===== src/sv/word_length_histogram_macros.svh =====
// Assertion macros for the word length histogram block.
// Define ASSERT_OFF to compile every check to nothing.
`ifndef WORD_LENGTH_HISTOGRAM_MACROS_SVH
`define WORD_LENGTH_HISTOGRAM_MACROS_SVH

`ifndef ASSERT_OFF
`define WLH_ASSERT_IMP(lbl, clk, rst_n, ante, cons) \
    lbl: assert property (@(posedge clk) disable iff (!(rst_n)) (ante) |-> (cons)) \
        else $error("wlh assertion failed");
`define WLH_ASSERT_NXT(lbl, clk, rst_n, ante, cons) \
    lbl: assert property (@(posedge clk) disable iff (!(rst_n)) (ante) |=> (cons)) \
        else $error("wlh assertion failed");
`else
`define WLH_ASSERT_IMP(lbl, clk, rst_n, ante, cons)
`define WLH_ASSERT_NXT(lbl, clk, rst_n, ante, cons)
`endif

`endif


===== src/sv/wlh_pkg.sv =====
package wlh_pkg;

    localparam int NUM_BINS   = 64;
    localparam int COUNT_BITS = 16;
    localparam int ADDR_W     = $clog2(NUM_BINS);
    localparam int CHAR_W     = 8;
    localparam int IDX_W      = 6;
    localparam int LONG_W     = 6;

    localparam logic [CHAR_W-1:0] UPPER_LO = 8'd65;
    localparam logic [CHAR_W-1:0] UPPER_HI = 8'd90;
    localparam logic [CHAR_W-1:0] LOWER_LO = 8'd97;
    localparam logic [CHAR_W-1:0] LOWER_HI = 8'd122;

    typedef logic [COUNT_BITS-1:0] t_count;
    typedef logic [ADDR_W-1:0]     t_addr;

    localparam t_count COUNT_MAX = '1;
    localparam t_addr  LAST_BIN  = t_addr'(NUM_BINS - 1);

    typedef enum logic {
        CMD_CHAR = 1'b0,
        CMD_READ = 1'b1
    } t_cmd;

    typedef enum logic [1:0] {
        OP_NONE = 2'd0,
        OP_READ = 2'd1,
        OP_END  = 2'd2
    } t_op;

    typedef struct packed {
        logic  en;
        t_addr addr;
    } t_rd_req;

    typedef struct packed {
        logic   en;
        t_addr  addr;
        t_count data;
    } t_wr_req;

    function automatic logic is_letter(logic [CHAR_W-1:0] c);
        return ((c >= UPPER_LO) && (c <= UPPER_HI)) ||
               ((c >= LOWER_LO) && (c <= LOWER_HI));
    endfunction

endpackage


===== src/sv/wlh_hist_store.sv =====
module wlh_hist_store (
    input  logic             i_clk,
    input  logic             i_rst_n,
    input  wlh_pkg::t_rd_req i_rd,
    input  wlh_pkg::t_wr_req i_wr,
    output wlh_pkg::t_count  o_count
);

    wlh_pkg::t_count mem [wlh_pkg::NUM_BINS];

    logic [wlh_pkg::NUM_BINS-1:0] r_valid;
    wlh_pkg::t_count              r_rd_data;
    wlh_pkg::t_addr               r_rd_addr;
    wlh_pkg::t_wr_req             r_fwd;

    always_ff @(posedge i_clk) begin
        if (i_wr.en) begin
            mem[i_wr.addr] <= i_wr.data;
        end
        if (i_rd.en) begin
            r_rd_data <= mem[i_rd.addr];
            r_rd_addr <= i_rd.addr;
        end
    end

    // valid bits stand in for clearing the array; r_fwd is the last write,
    // which may land on the same edge as the read and be missed by it
    always_ff @(posedge i_clk) begin
        if (!i_rst_n) begin
            r_valid <= '0;
            r_fwd   <= '0;
        end else if (i_wr.en) begin
            r_valid[i_wr.addr] <= 1'b1;
            r_fwd              <= i_wr;
        end
    end

    always_comb begin
        if (r_fwd.en && (r_fwd.addr == r_rd_addr)) begin
            o_count = r_fwd.data;
        end else if (r_valid[r_rd_addr]) begin
            o_count = r_rd_data;
        end else begin
            o_count = '0;
        end
    end

endmodule


===== src/sv/word_length_histogram.sv =====
// A request goes through the stage 1 registers, then the output registers.
// One request per cycle unless the output stalls; the bin read-modify-write
// forwards the previous write, so consecutive words in the same bin do not
// stall. Reset (synchronous, active low) clears the run state, the maxima and
// one valid bit per bin at once; no clearing pass, requests are taken right away.
`include "word_length_histogram_macros.svh"

module word_length_histogram (
    input  logic        i_clk,
    input  logic        i_rst_n,
    input  logic        s_axis_tvalid,
    output logic        s_axis_tready,
    input  logic [15:0] s_axis_tdata,  // char_code[7:0], bin_index[13:8], zero pad
    input  logic        s_axis_tuser,  // command
    output logic        m_axis_tvalid,
    input  logic        m_axis_tready,
    output logic [39:0] m_axis_tdata,  // bin_count[15:0], longest_run[21:16],
                                       // tallest_bin[37:22], zero pad
    output logic        m_axis_tuser   // word_done
);

    logic                              accept_in;
    logic                              out_free;
    logic                              s1_move;
    wlh_pkg::t_cmd                     cmd;
    logic [wlh_pkg::CHAR_W-1:0]        ch;
    logic [wlh_pkg::IDX_W-1:0]         idx;
    logic                              letter;
    logic                              word_end;

    logic                              r_inside, n_inside;
    wlh_pkg::t_addr                    r_run, n_run;
    wlh_pkg::t_addr                    r_longest, n_longest;
    wlh_pkg::t_count                   r_tallest, n_tallest;

    logic                              r_s1_valid;
    wlh_pkg::t_op                      r_s1_op;
    logic                              r_s1_in_range;
    wlh_pkg::t_addr                    r_s1_addr;
    wlh_pkg::t_addr                    r_s1_longest;

    logic                              r_out_valid;
    wlh_pkg::t_count                   r_out_count;
    logic                              r_out_done;
    wlh_pkg::t_addr                    r_out_longest;
    wlh_pkg::t_count                   r_out_tallest;

    wlh_pkg::t_rd_req                  rd_req;
    wlh_pkg::t_wr_req                  wr_req;
    wlh_pkg::t_count                   stored;
    wlh_pkg::t_count                   bumped;
    wlh_pkg::t_count                   s1_count;

    assign out_free      = !r_out_valid || m_axis_tready;
    assign s1_move       = r_s1_valid && out_free;
    assign s_axis_tready = !r_s1_valid || out_free;
    assign accept_in     = s_axis_tvalid && s_axis_tready;

    assign cmd      = wlh_pkg::t_cmd'(s_axis_tuser);
    assign ch       = s_axis_tdata[7:0];
    assign idx      = s_axis_tdata[13:8];
    assign letter   = wlh_pkg::is_letter(ch);
    assign word_end = (cmd == wlh_pkg::CMD_CHAR) && !letter && r_inside;

    // run tracking needs no memory and is settled at accept
    always_comb begin
        n_run     = r_run;
        n_inside  = r_inside;
        n_longest = r_longest;
        if (accept_in && (cmd == wlh_pkg::CMD_CHAR)) begin
            if (letter) begin
                if (r_run < wlh_pkg::LAST_BIN) begin
                    n_run = r_run + 1'b1;
                end
                n_inside = 1'b1;
                if (n_run > r_longest) begin
                    n_longest = n_run;
                end
            end else if (r_inside) begin
                n_run    = '0;
                n_inside = 1'b0;
            end
        end
    end

    always_comb begin
        rd_req.en   = accept_in && ((cmd == wlh_pkg::CMD_READ) || word_end);
        rd_req.addr = (cmd == wlh_pkg::CMD_READ) ? wlh_pkg::t_addr'(idx) : r_run;
    end

    wlh_hist_store u_store (
        .i_clk   (i_clk),
        .i_rst_n (i_rst_n),
        .i_rd    (rd_req),
        .i_wr    (wr_req),
        .o_count (stored)
    );

    assign bumped = (stored == wlh_pkg::COUNT_MAX) ? stored : stored + 1'b1;

    always_comb begin
        wr_req.en   = s1_move && (r_s1_op == wlh_pkg::OP_END);
        wr_req.addr = r_s1_addr;
        wr_req.data = bumped;
        n_tallest   = r_tallest;
        case (r_s1_op)
            wlh_pkg::OP_END: begin
                s1_count = bumped;
                if (bumped > r_tallest) begin
                    n_tallest = bumped;
                end
            end
            wlh_pkg::OP_READ: s1_count = r_s1_in_range ? stored : '0;
            default:          s1_count = '0;
        endcase
    end

    always_ff @(posedge i_clk) begin
        if (!i_rst_n) begin
            r_run       <= '0;
            r_inside    <= 1'b0;
            r_longest   <= '0;
            r_tallest   <= '0;
            r_s1_valid  <= 1'b0;
            r_out_valid <= 1'b0;
        end else begin
            r_run     <= n_run;
            r_inside  <= n_inside;
            r_longest <= n_longest;
            if (s1_move) begin
                r_tallest <= n_tallest;
            end
            if (accept_in) begin
                r_s1_valid <= 1'b1;
            end else if (s1_move) begin
                r_s1_valid <= 1'b0;
            end
            if (s1_move) begin
                r_out_valid <= 1'b1;
            end else if (m_axis_tready) begin
                r_out_valid <= 1'b0;
            end
        end
    end

    always_ff @(posedge i_clk) begin
        if (accept_in) begin
            if (cmd == wlh_pkg::CMD_READ) begin
                r_s1_op <= wlh_pkg::OP_READ;
            end else if (word_end) begin
                r_s1_op <= wlh_pkg::OP_END;
            end else begin
                r_s1_op <= wlh_pkg::OP_NONE;
            end
            r_s1_in_range <= (32'(idx) < wlh_pkg::NUM_BINS);
            r_s1_addr     <= rd_req.addr;
            r_s1_longest  <= n_longest;
        end
        if (s1_move) begin
            r_out_count   <= s1_count;
            r_out_done    <= (r_s1_op == wlh_pkg::OP_END);
            r_out_longest <= r_s1_longest;
            r_out_tallest <= n_tallest;
        end
    end

    assign m_axis_tvalid = r_out_valid;
    assign m_axis_tuser  = r_out_done;
    assign m_axis_tdata  = {2'b00, 16'(r_out_tallest),
                            wlh_pkg::LONG_W'(r_out_longest), 16'(r_out_count)};

    `WLH_ASSERT_IMP(a_run_cleared, i_clk, i_rst_n, !r_inside, r_run == '0)
    `WLH_ASSERT_IMP(a_done_nonzero, i_clk, i_rst_n, r_out_valid && r_out_done,
                    r_out_count != '0)
    `WLH_ASSERT_IMP(a_tallest_covers, i_clk, i_rst_n, r_out_valid && r_out_done,
                    r_out_tallest >= r_out_count)
    `WLH_ASSERT_IMP(a_full_blocks, i_clk, i_rst_n,
                    r_s1_valid && r_out_valid && !m_axis_tready, !s_axis_tready)
    `WLH_ASSERT_NXT(a_run_saturates, i_clk, i_rst_n, r_run == wlh_pkg::LAST_BIN,
                    r_run == wlh_pkg::LAST_BIN || r_run == '0)

endmodule


===== config.mk =====
export PLATFORM = sky130hd
export DESIGN_NAME = word_length_histogram
export DESIGN_NICKNAME = d
export VERILOG_FILES = /design/src/sv/wlh_pkg.sv /design/src/sv/wlh_hist_store.sv /design/src/sv/word_length_histogram.sv
export VERILOG_INCLUDE_DIRS = /design/src /design/src/sv
export SDC_FILE = /design/constraint.sdc
export NUM_CORES = 2
export LEC_CHECK = 0
export ABC_AREA = 1
export BUFFER_PORTS_ARGS = -buffer_cell sky130_fd_sc_hd__buf_2
export CORE_ASPECT_RATIO = 0.8
export CORE_MARGIN = 5
export CORE_UTILIZATION = 63
export DETAILED_ROUTE_END_ITERATION = 10
export HOLD_SLACK_MARGIN = 0.05
export PLACE_DENSITY = 0.8
export SLEW_MARGIN = 30
export SYNTH_ARGS = -nofsm -noshare
export SYNTH_HDL_FRONTEND = slang
export SYNTH_SLANG_ARGS = --single-unit

===== constraint.sdc =====
create_clock -name i_clk -period 6.5 [get_ports i_clk]
set_input_delay 0.65 -clock i_clk [delete_from_list [all_inputs] [get_ports i_clk]]
set_output_delay 0.65 -clock i_clk [all_outputs]
set_load 0.02 [all_outputs]

; Yosys cells after proc, flatten, opt, wreduce, memory -nomap -nowiden
; Memory sizes are Yosys's and may differ from the RTL's. A register that Yosys moved wholly into a read port is not among the register bits.
; Index checks and enable logic that the tools add are counted.
[totals]
rom_bits = 0
register_bits = 177
latchBits = 0
wordCells = 86
out_inout_bits = 43
in_bits = 21
ramBits = 1024
memories = 1
[memory_table]
columns = name, words, word_bits, rd, rd_clocked_by_memory_dff, write_ports, line_no
row1 = u_store.mem, 64, 16, 1, 1, 1, wlh_hist_store.sv:9  ; wlh_pkg::t_count mem [wlh_pkg::NUM_BINS];
[op_classes]
div = 0
reduce_logical = 22
mux = 27
n_eq_ne = 4
multipliers = 0
bitwise_logic = 2
magnitude_cmp = 10
n_addsub = 2
n_shift = 0
[op_table]
columns = operator, count
row1 = 16-bit two-way mux, 5
row2 = 64-bit OR, 1
row3 = 6-bit two-way mux, 9
row4 = 16-bit one-hot mux with 2 select lines, 1
row5 = "16-bit by 1-bit adder with 16-bit output, second input constant", 1
row6 = "16-bit equality test, second input constant", 1
row7 = "8-bit by 7-bit greater-or-equal comparator with 1-bit output, second input constant", 2
row8 = 16-bit > comparator, 1
row9 = "8-bit by 7-bit less-or-equal comparator with 1-bit output, second input constant", 2
row10 = "6-bit by 7-bit < comparator with 1-bit output, second input constant", 2
row11 = 1-bit logical AND, 11
row12 = 1-bit two-way mux, 9
row13 = "6-bit by 1-bit adder with 6-bit output, second input constant", 1
row14 = 1-bit binary-select mux with 6-bit select, 1
row15 = 1-bit demux with 6-bit select, 1
row16 = 6-bit equality test, 1
row17 = "6-bit by 1-bit greater-or-equal comparator with 1-bit output, second input constant", 1
row18 = 6-bit > comparator, 1
row19 = "6-bit < comparator, second input constant", 1
row20 = 2-bit nonzero test, 3
row21 = 1-bit logical OR, 4
row22 = 1-bit logical NOT, 3
row23 = "2-bit by 1-bit equality test with 1-bit output, second input constant", 1
row24 = "2-bit equality test, second input constant", 1
row25 = 3 further kinds, 3

; Logic depth before layout (Yosys ltp)
[depth]
depth_word = 10
ltp_mapped = 40
ltp_nobuf = 35

; Modules after synthesis
; From an unflattened synthesis, not the netlist that was laid out.
[hier_totals]
hier_cells = 4435
area_unflattened_um2 = 49921.6
[modules_own_cells]
columns = mod, seq_area_each_um2, cells_per_inst, area_per_inst_um2, n_inst
row1 = wlh_hist_store, 33151.8, 3861, 45193.3, 1
row2 = word_length_histogram, 2212.1, 574, 4728.3, 1

; Worst setup path before layout
; Ideal clock, no wire load.
[synth_timing]
path_type = register -> register
startpoint = register u_store.r_rd_addr[0]
endpoint = register r_out_tallest[13] (data pin)
t_arrival_ns = 4.835
setup_time_ns = 0.251
slack_ns = 1.415
stages_incl_launch_ff = 31
path_buffers = 5
period_less_slack_ns = 5.085
required_ns = 6.249
path_cell_list = edfxtp_1 buf_6 inv_8 buf_8 nor2_2 nor3_2 nand3_4 inv_4 buf_8 nor2_1 nand2_1 nand2_2 ha_1 inv_1 nor2_2 nand2_1 inv_2 nand2_4 buf_6 nand2_1 ha_1 nand2_1 nor4_1 nand2_1 nand2_1 nand3_1 inv_1 clkbuf_1 nand3_1 nand2_1 inv_1
[synth_between]
elab_chain_len = 9
elab_cells_between_ends = 12
cone_classes = add/sub: 1 / order compare: 1 / eq/ne: 2 / mux: 7 / reduce/logical: 1
[synth_rtl]
columns = element, line_no
row1 = start: declaration, wlh_hist_store.sv:13  ; wlh_pkg::t_addr r_rd_addr;
row2 = start signal: assignment, wlh_hist_store.sv:22  ; r_rd_addr <= i_rd.addr;
row3 = 1-bit binary-select mux with 6-bit select, wlh_hist_store.sv:41  ; end else if (r_valid[r_rd_addr]) begin
row4 = 1-bit two-way mux (implied by the code), wlh_hist_store.sv:41
row5 = 16-bit two-way mux, wlh_hist_store.sv:41
row6 = 16-bit two-way mux *, wlh_hist_store.sv:39  ; if (r_fwd.en && (r_fwd.addr == r_rd_addr)) begin
row7 = 16-bit by 1-bit adder with 16-bit output / 16-bit equality test (equally long branches), word_length_histogram.sv:99  ; assign bumped = (stored == wlh_pkg::COUNT_MAX) ? stored : stored + 1'b1;
row8 = 16-bit two-way mux *, word_length_histogram.sv:99
row9 = via bumped[11], word_length_histogram.sv:51  ; wlh_pkg::t_count bumped;
row10 = 16-bit > comparator *, word_length_histogram.sv:109  ; if (bumped > r_tallest) begin
row11 = 16-bit two-way mux *, word_length_histogram.sv:109
row12 = 16-bit two-way mux *, word_length_histogram.sv:106  ; case (r_s1_op)
row13 = via n_tallest[13], word_length_histogram.sv:34  ; wlh_pkg::t_count r_tallest, n_tallest;
row14 = end signal: assignment, word_length_histogram.sv:163  ; r_out_tallest <= n_tallest;
row15 = end: declaration, word_length_histogram.sv:46  ; wlh_pkg::t_count r_out_tallest;
; The timed path passes the listed nets; every way through them passes the cells marked *. The select of a mux whose other input is x is not followed.
; A chain may end at the register's enable or synchronous reset.

; Worst setup path in the final report
[layout_timing]
startpoint = register u_store.r_rd_addr[0]
endpoint = register r_out_tallest[7] (data pin)
[layout_between]
elab_chain_len = 9
elab_cells_between_ends = 12
cone_classes = add/sub: 1 / order compare: 1 / eq/ne: 2 / mux: 7 / reduce/logical: 1
[layout_rtl]
columns = element, line_no
row1 = 1-bit binary-select mux with 6-bit select, wlh_hist_store.sv:41
row2 = 1-bit two-way mux (implied by the code), wlh_hist_store.sv:41
row3 = 16-bit two-way mux, wlh_hist_store.sv:41
row4 = 16-bit two-way mux *, wlh_hist_store.sv:39
row5 = 16-bit by 1-bit adder with 16-bit output / 16-bit equality test (equally long branches), word_length_histogram.sv:99
row6 = 16-bit two-way mux *, word_length_histogram.sv:99
row7 = 16-bit > comparator, word_length_histogram.sv:109
row8 = 16-bit two-way mux *, word_length_histogram.sv:109
row9 = 16-bit two-way mux *, word_length_histogram.sv:106
row10 = via n_tallest[7], word_length_histogram.sv:34
; Marked as above.

==> flow_metrics.env <==
export IMPL_status="completed"
export IMPL_vias_per_cell=6.49
export IMPL_fmax_mhz=169
export IMPL_synth_area_top_cells="edfxtp_1 (67%), nor2_1 (5.8%), o21ai_0 (5.7%), dfxtp_1 (4.8%), o221ai_1 (2.3%)"
export IMPL_synth_seq_cells=1217
export IMPL_yosysSeqAreaShare_pct=72.0
export IMPL_clk_pin_slew_ps=60
export IMPL_min_period_ps=5910
export IMPL_grt_pass1_vias=31300
export IMPL_cts_tree="done"
export IMPL_io_buffer_count=58
export IMPL_nets=4065
export IMPL_wl_mm=125
export IMPL_yosys_area_top_type="edfxtp_1"
export IMPL_initial_utilization_pct=63.6
export IMPL_cts_resized=0
export IMPL_critPathCaptureType="register"
export IMPL_leakagePower_uw=0.0179
export IMPL_p_per_area_nw_per_um2=301
export IMPL_timing_rr_end="r_out_tallest[7]$_DFFE_PP_"
export IMPL_crit_path_start_kind="register"
export IMPL_timing_rr_start="u_store.r_rd_addr[0]$_DFFE_PP_"
export IMPL_post_cts_buffers=0
export IMPL_num_rows=91
export IMPL_track_usage_pct=29.0
export IMPL_slowest_delay_ps=790
export IMPL_clockBufferDepth=3
export IMPL_grt_pass1_wl_mm=185
export IMPL_place_area_um2=50600
export IMPL_ys_types=44
export IMPL_core_um2=77200
export IMPL_cpMaxStageDelayCell="edfxtp_1"
export IMPL_worstSetupEndpoint="r_out_tallest[7]$_DFFE_PP_"
export IMPL_slew_headroom_pct=26.5
export IMPL_setup_violations=0
export IMPL_synthFlopType="edfxtp_1"
export IMPL_grt_max_degree=215
export IMPL_reg2reg_depth=29
export IMPL_drtPass1Iterations=9
export IMPL_synth_edf_count=1099
export IMPL_layout_drive_gt1_share_pct=10.3
export IMPL_drv_cap=0
export IMPL_required_ps=6940
export IMPL_hpwl_mm=65.7
export IMPL_vias=33300
export IMPL_first_iter_violations=5047
export IMPL_max_vdd_ir_drop_uv=254
export IMPL_synthTopCellsByCount="edfxtp_1 (1099), nor2_1 (756), o21ai_0 (556)"
export IMPL_avgSynthCellArea_um2=12.3
export IMPL_drc=0
export IMPL_rsz0062_at_grt="false"
export IMPL_hold_viol=0
export IMPL_synth_top_area_share_pct=67.2
export IMPL_finalCritPeriodShare_pct=90.9
export IMPL_ys_async_sr_fraction_pct=0
export IMPL_slew_violations=0
export IMPL_antenna_found_initial=3
export IMPL_area_delta_synth_final_pct=10.2
export IMPL_yosys_warnings=0
export IMPL_antenna_left=0
export IMPL_grt_overflow=0
export IMPL_cp_max_fo=21
export IMPL_cts_made_buffers=109
export IMPL_path_class="reg -> reg"
export IMPL_h_tree_depth=3
export IMPL_yosysMostFrequentCell="edfxtp_1"
export IMPL_cp_startpoint="u_store.r_rd_addr[0]$_DFFE_PP_"
export IMPL_post_drt_wl_per_cell_um=24.2
export IMPL_fin_area_um2=54100
export IMPL_postSynthCellCount=4005
export IMPL_cp_common_cell="nand2_1"
export IMPL_gp_congestion=0.899
export IMPL_insertion_delay_ps=700
export IMPL_die_area_um2=83700
export IMPL_clock_sinks=1217
export IMPL_die_y_um=260
export IMPL_die_w_um=322
export IMPL_worstMarginPinSlew_ps=1100
export IMPL_finalClockSkew_ps=39.1
export IMPL_netlist_area_um2=49100
export IMPL_hold_path_class="in -> reg"
export IMPL_finalSetupTns_ps=0
export IMPL_ios=64
export IMPL_r2r_slack_ps=590
export IMPL_arrival_ps=6340
export IMPL_cts_hold_buf=0
export IMPL_cts_root_buf="clkbuf_16"
==> worst max-delay path: cells and delay by family (launching register included) <==
family / cells / cell delay, ps
DFF: 1 / 790
adders and majority gates: 2 / 440
AOI/OAI and AO/OA: 5 / 800
buffers and inverters: 7 / 1560
and+or+nand+nor: 15 / 2050
==> cell type report <==
cell class	count	area, µm²
clock inverters	67	598
well taps	1023	1280
diodes	1	2.50
repair buffers	167	1230
multi-input cells	2353	12000
flip-flops and latches	1217	35400
fillers	5026	23100
inverters	170	664
clock buffers	138	2910
==> where the power goes <==
group | internal [µW] | switching [µW] | leakage [µW]
combinational | 302 | 961 | 0.00534
clock | 3530 | 2820 | 0.00170
sequential | 8640 | 23.5 | 0.0108
total | 12500 | 3800 | 0.0179
==> how the worst min path moves through the flow <==
stage | startpoint | endpoint | slack (ps) | cells past startpoint
after floorplan | r_s1_longest[0]$_DFFE_PP_ | r_out_longest[0]$_DFFE_PP_ | 400 | 0
after global placement | r_s1_longest[0]$_DFFE_PP_ | r_out_longest[0]$_DFFE_PP_ | 400 | 0
after detailed placement | r_s1_longest[0]$_DFFE_PP_ | r_out_longest[0]$_DFFE_PP_ | 400 | 0
after CTS | m_axis_tready | m_axis_tvalid$_SDFFE_PN0P_ | 230 | 4
after global routing | m_axis_tready | m_axis_tvalid$_SDFFE_PN0P_ | 280 | 4
final | m_axis_tready | m_axis_tvalid$_SDFFE_PN0P_ | 250 | 4
==> metrics by stage <==
stage / cells / worst slack (ps) / hold slack [ps] / util, % / total power, µW
finish: 5136 / 592 / 252 / 70.1 / 16300
global route: 5136 / 106 / 279 / 70.1 / 16800
CTS: 5134 / 735 / 229 / 70.0 / 16300
detailed placement: 4929 / 789 / 405 / 65.5 / 10100
global placement: 4929 / 930 / 405 / 65.5 / 10000
floorplan: 4006 / 1410 / 400 / - / 9620
==> logic make-up after synthesis <==
kind of cell | share of synthesized area (%)
compound gates | 12.8
xor+xnor | 0.214
fa+ha+maj | 0.662
buf+inv | 3.65
flops | 72.0
other cells | 0.00764
simple gates | 10.7
==> metal layers <==
| metal | global-route usage (%) | vias to the layer above | routed length, µm |
|---|---|---|---|
| li1 | - | 14700 | - |
| met1 | 41.5 | 16100 | 47000 |
| met2 | 45.1 | 2188 | 56800 |
| met3 | 6.21 | 332 | 15900 |
| met4 | 10.2 | 2 | 4780 |
| met5 | 0 | - | 15 |
==> cells in the final DEF (no fill, tap or decap), drive strengths merged, types with 2 or more instances in the layout <==
cell type	count
nor4	2
clkbuf	138
o221ai	128
nand4	11
xor2	10
o21bai	2
a211oi	7
bufinv	9
ha	26
or2	9
nand2	281
edfxtp	1099
o21ai	572
o211ai	129
o22ai	131
nand3b	2
conb	2
inv	173
dfxtp	118
nor3	12
nand3	178
o21a	2
a21oi	79
nor2	766
clkinv	45
xnor2	2
a31oi	2
buf	167
clkinvlp	10
==> flip-flops by register name, indices dropped and copies added, names as in the netlist, 16 cells and up <==
register	flops
r_out_count	16
r_out_tallest	16
r_tallest	16
u_store.mem	1024
u_store.r_fwd	23
u_store.r_rd_data	16
u_store.r_valid	64
(Power assumes the default switching activity.)
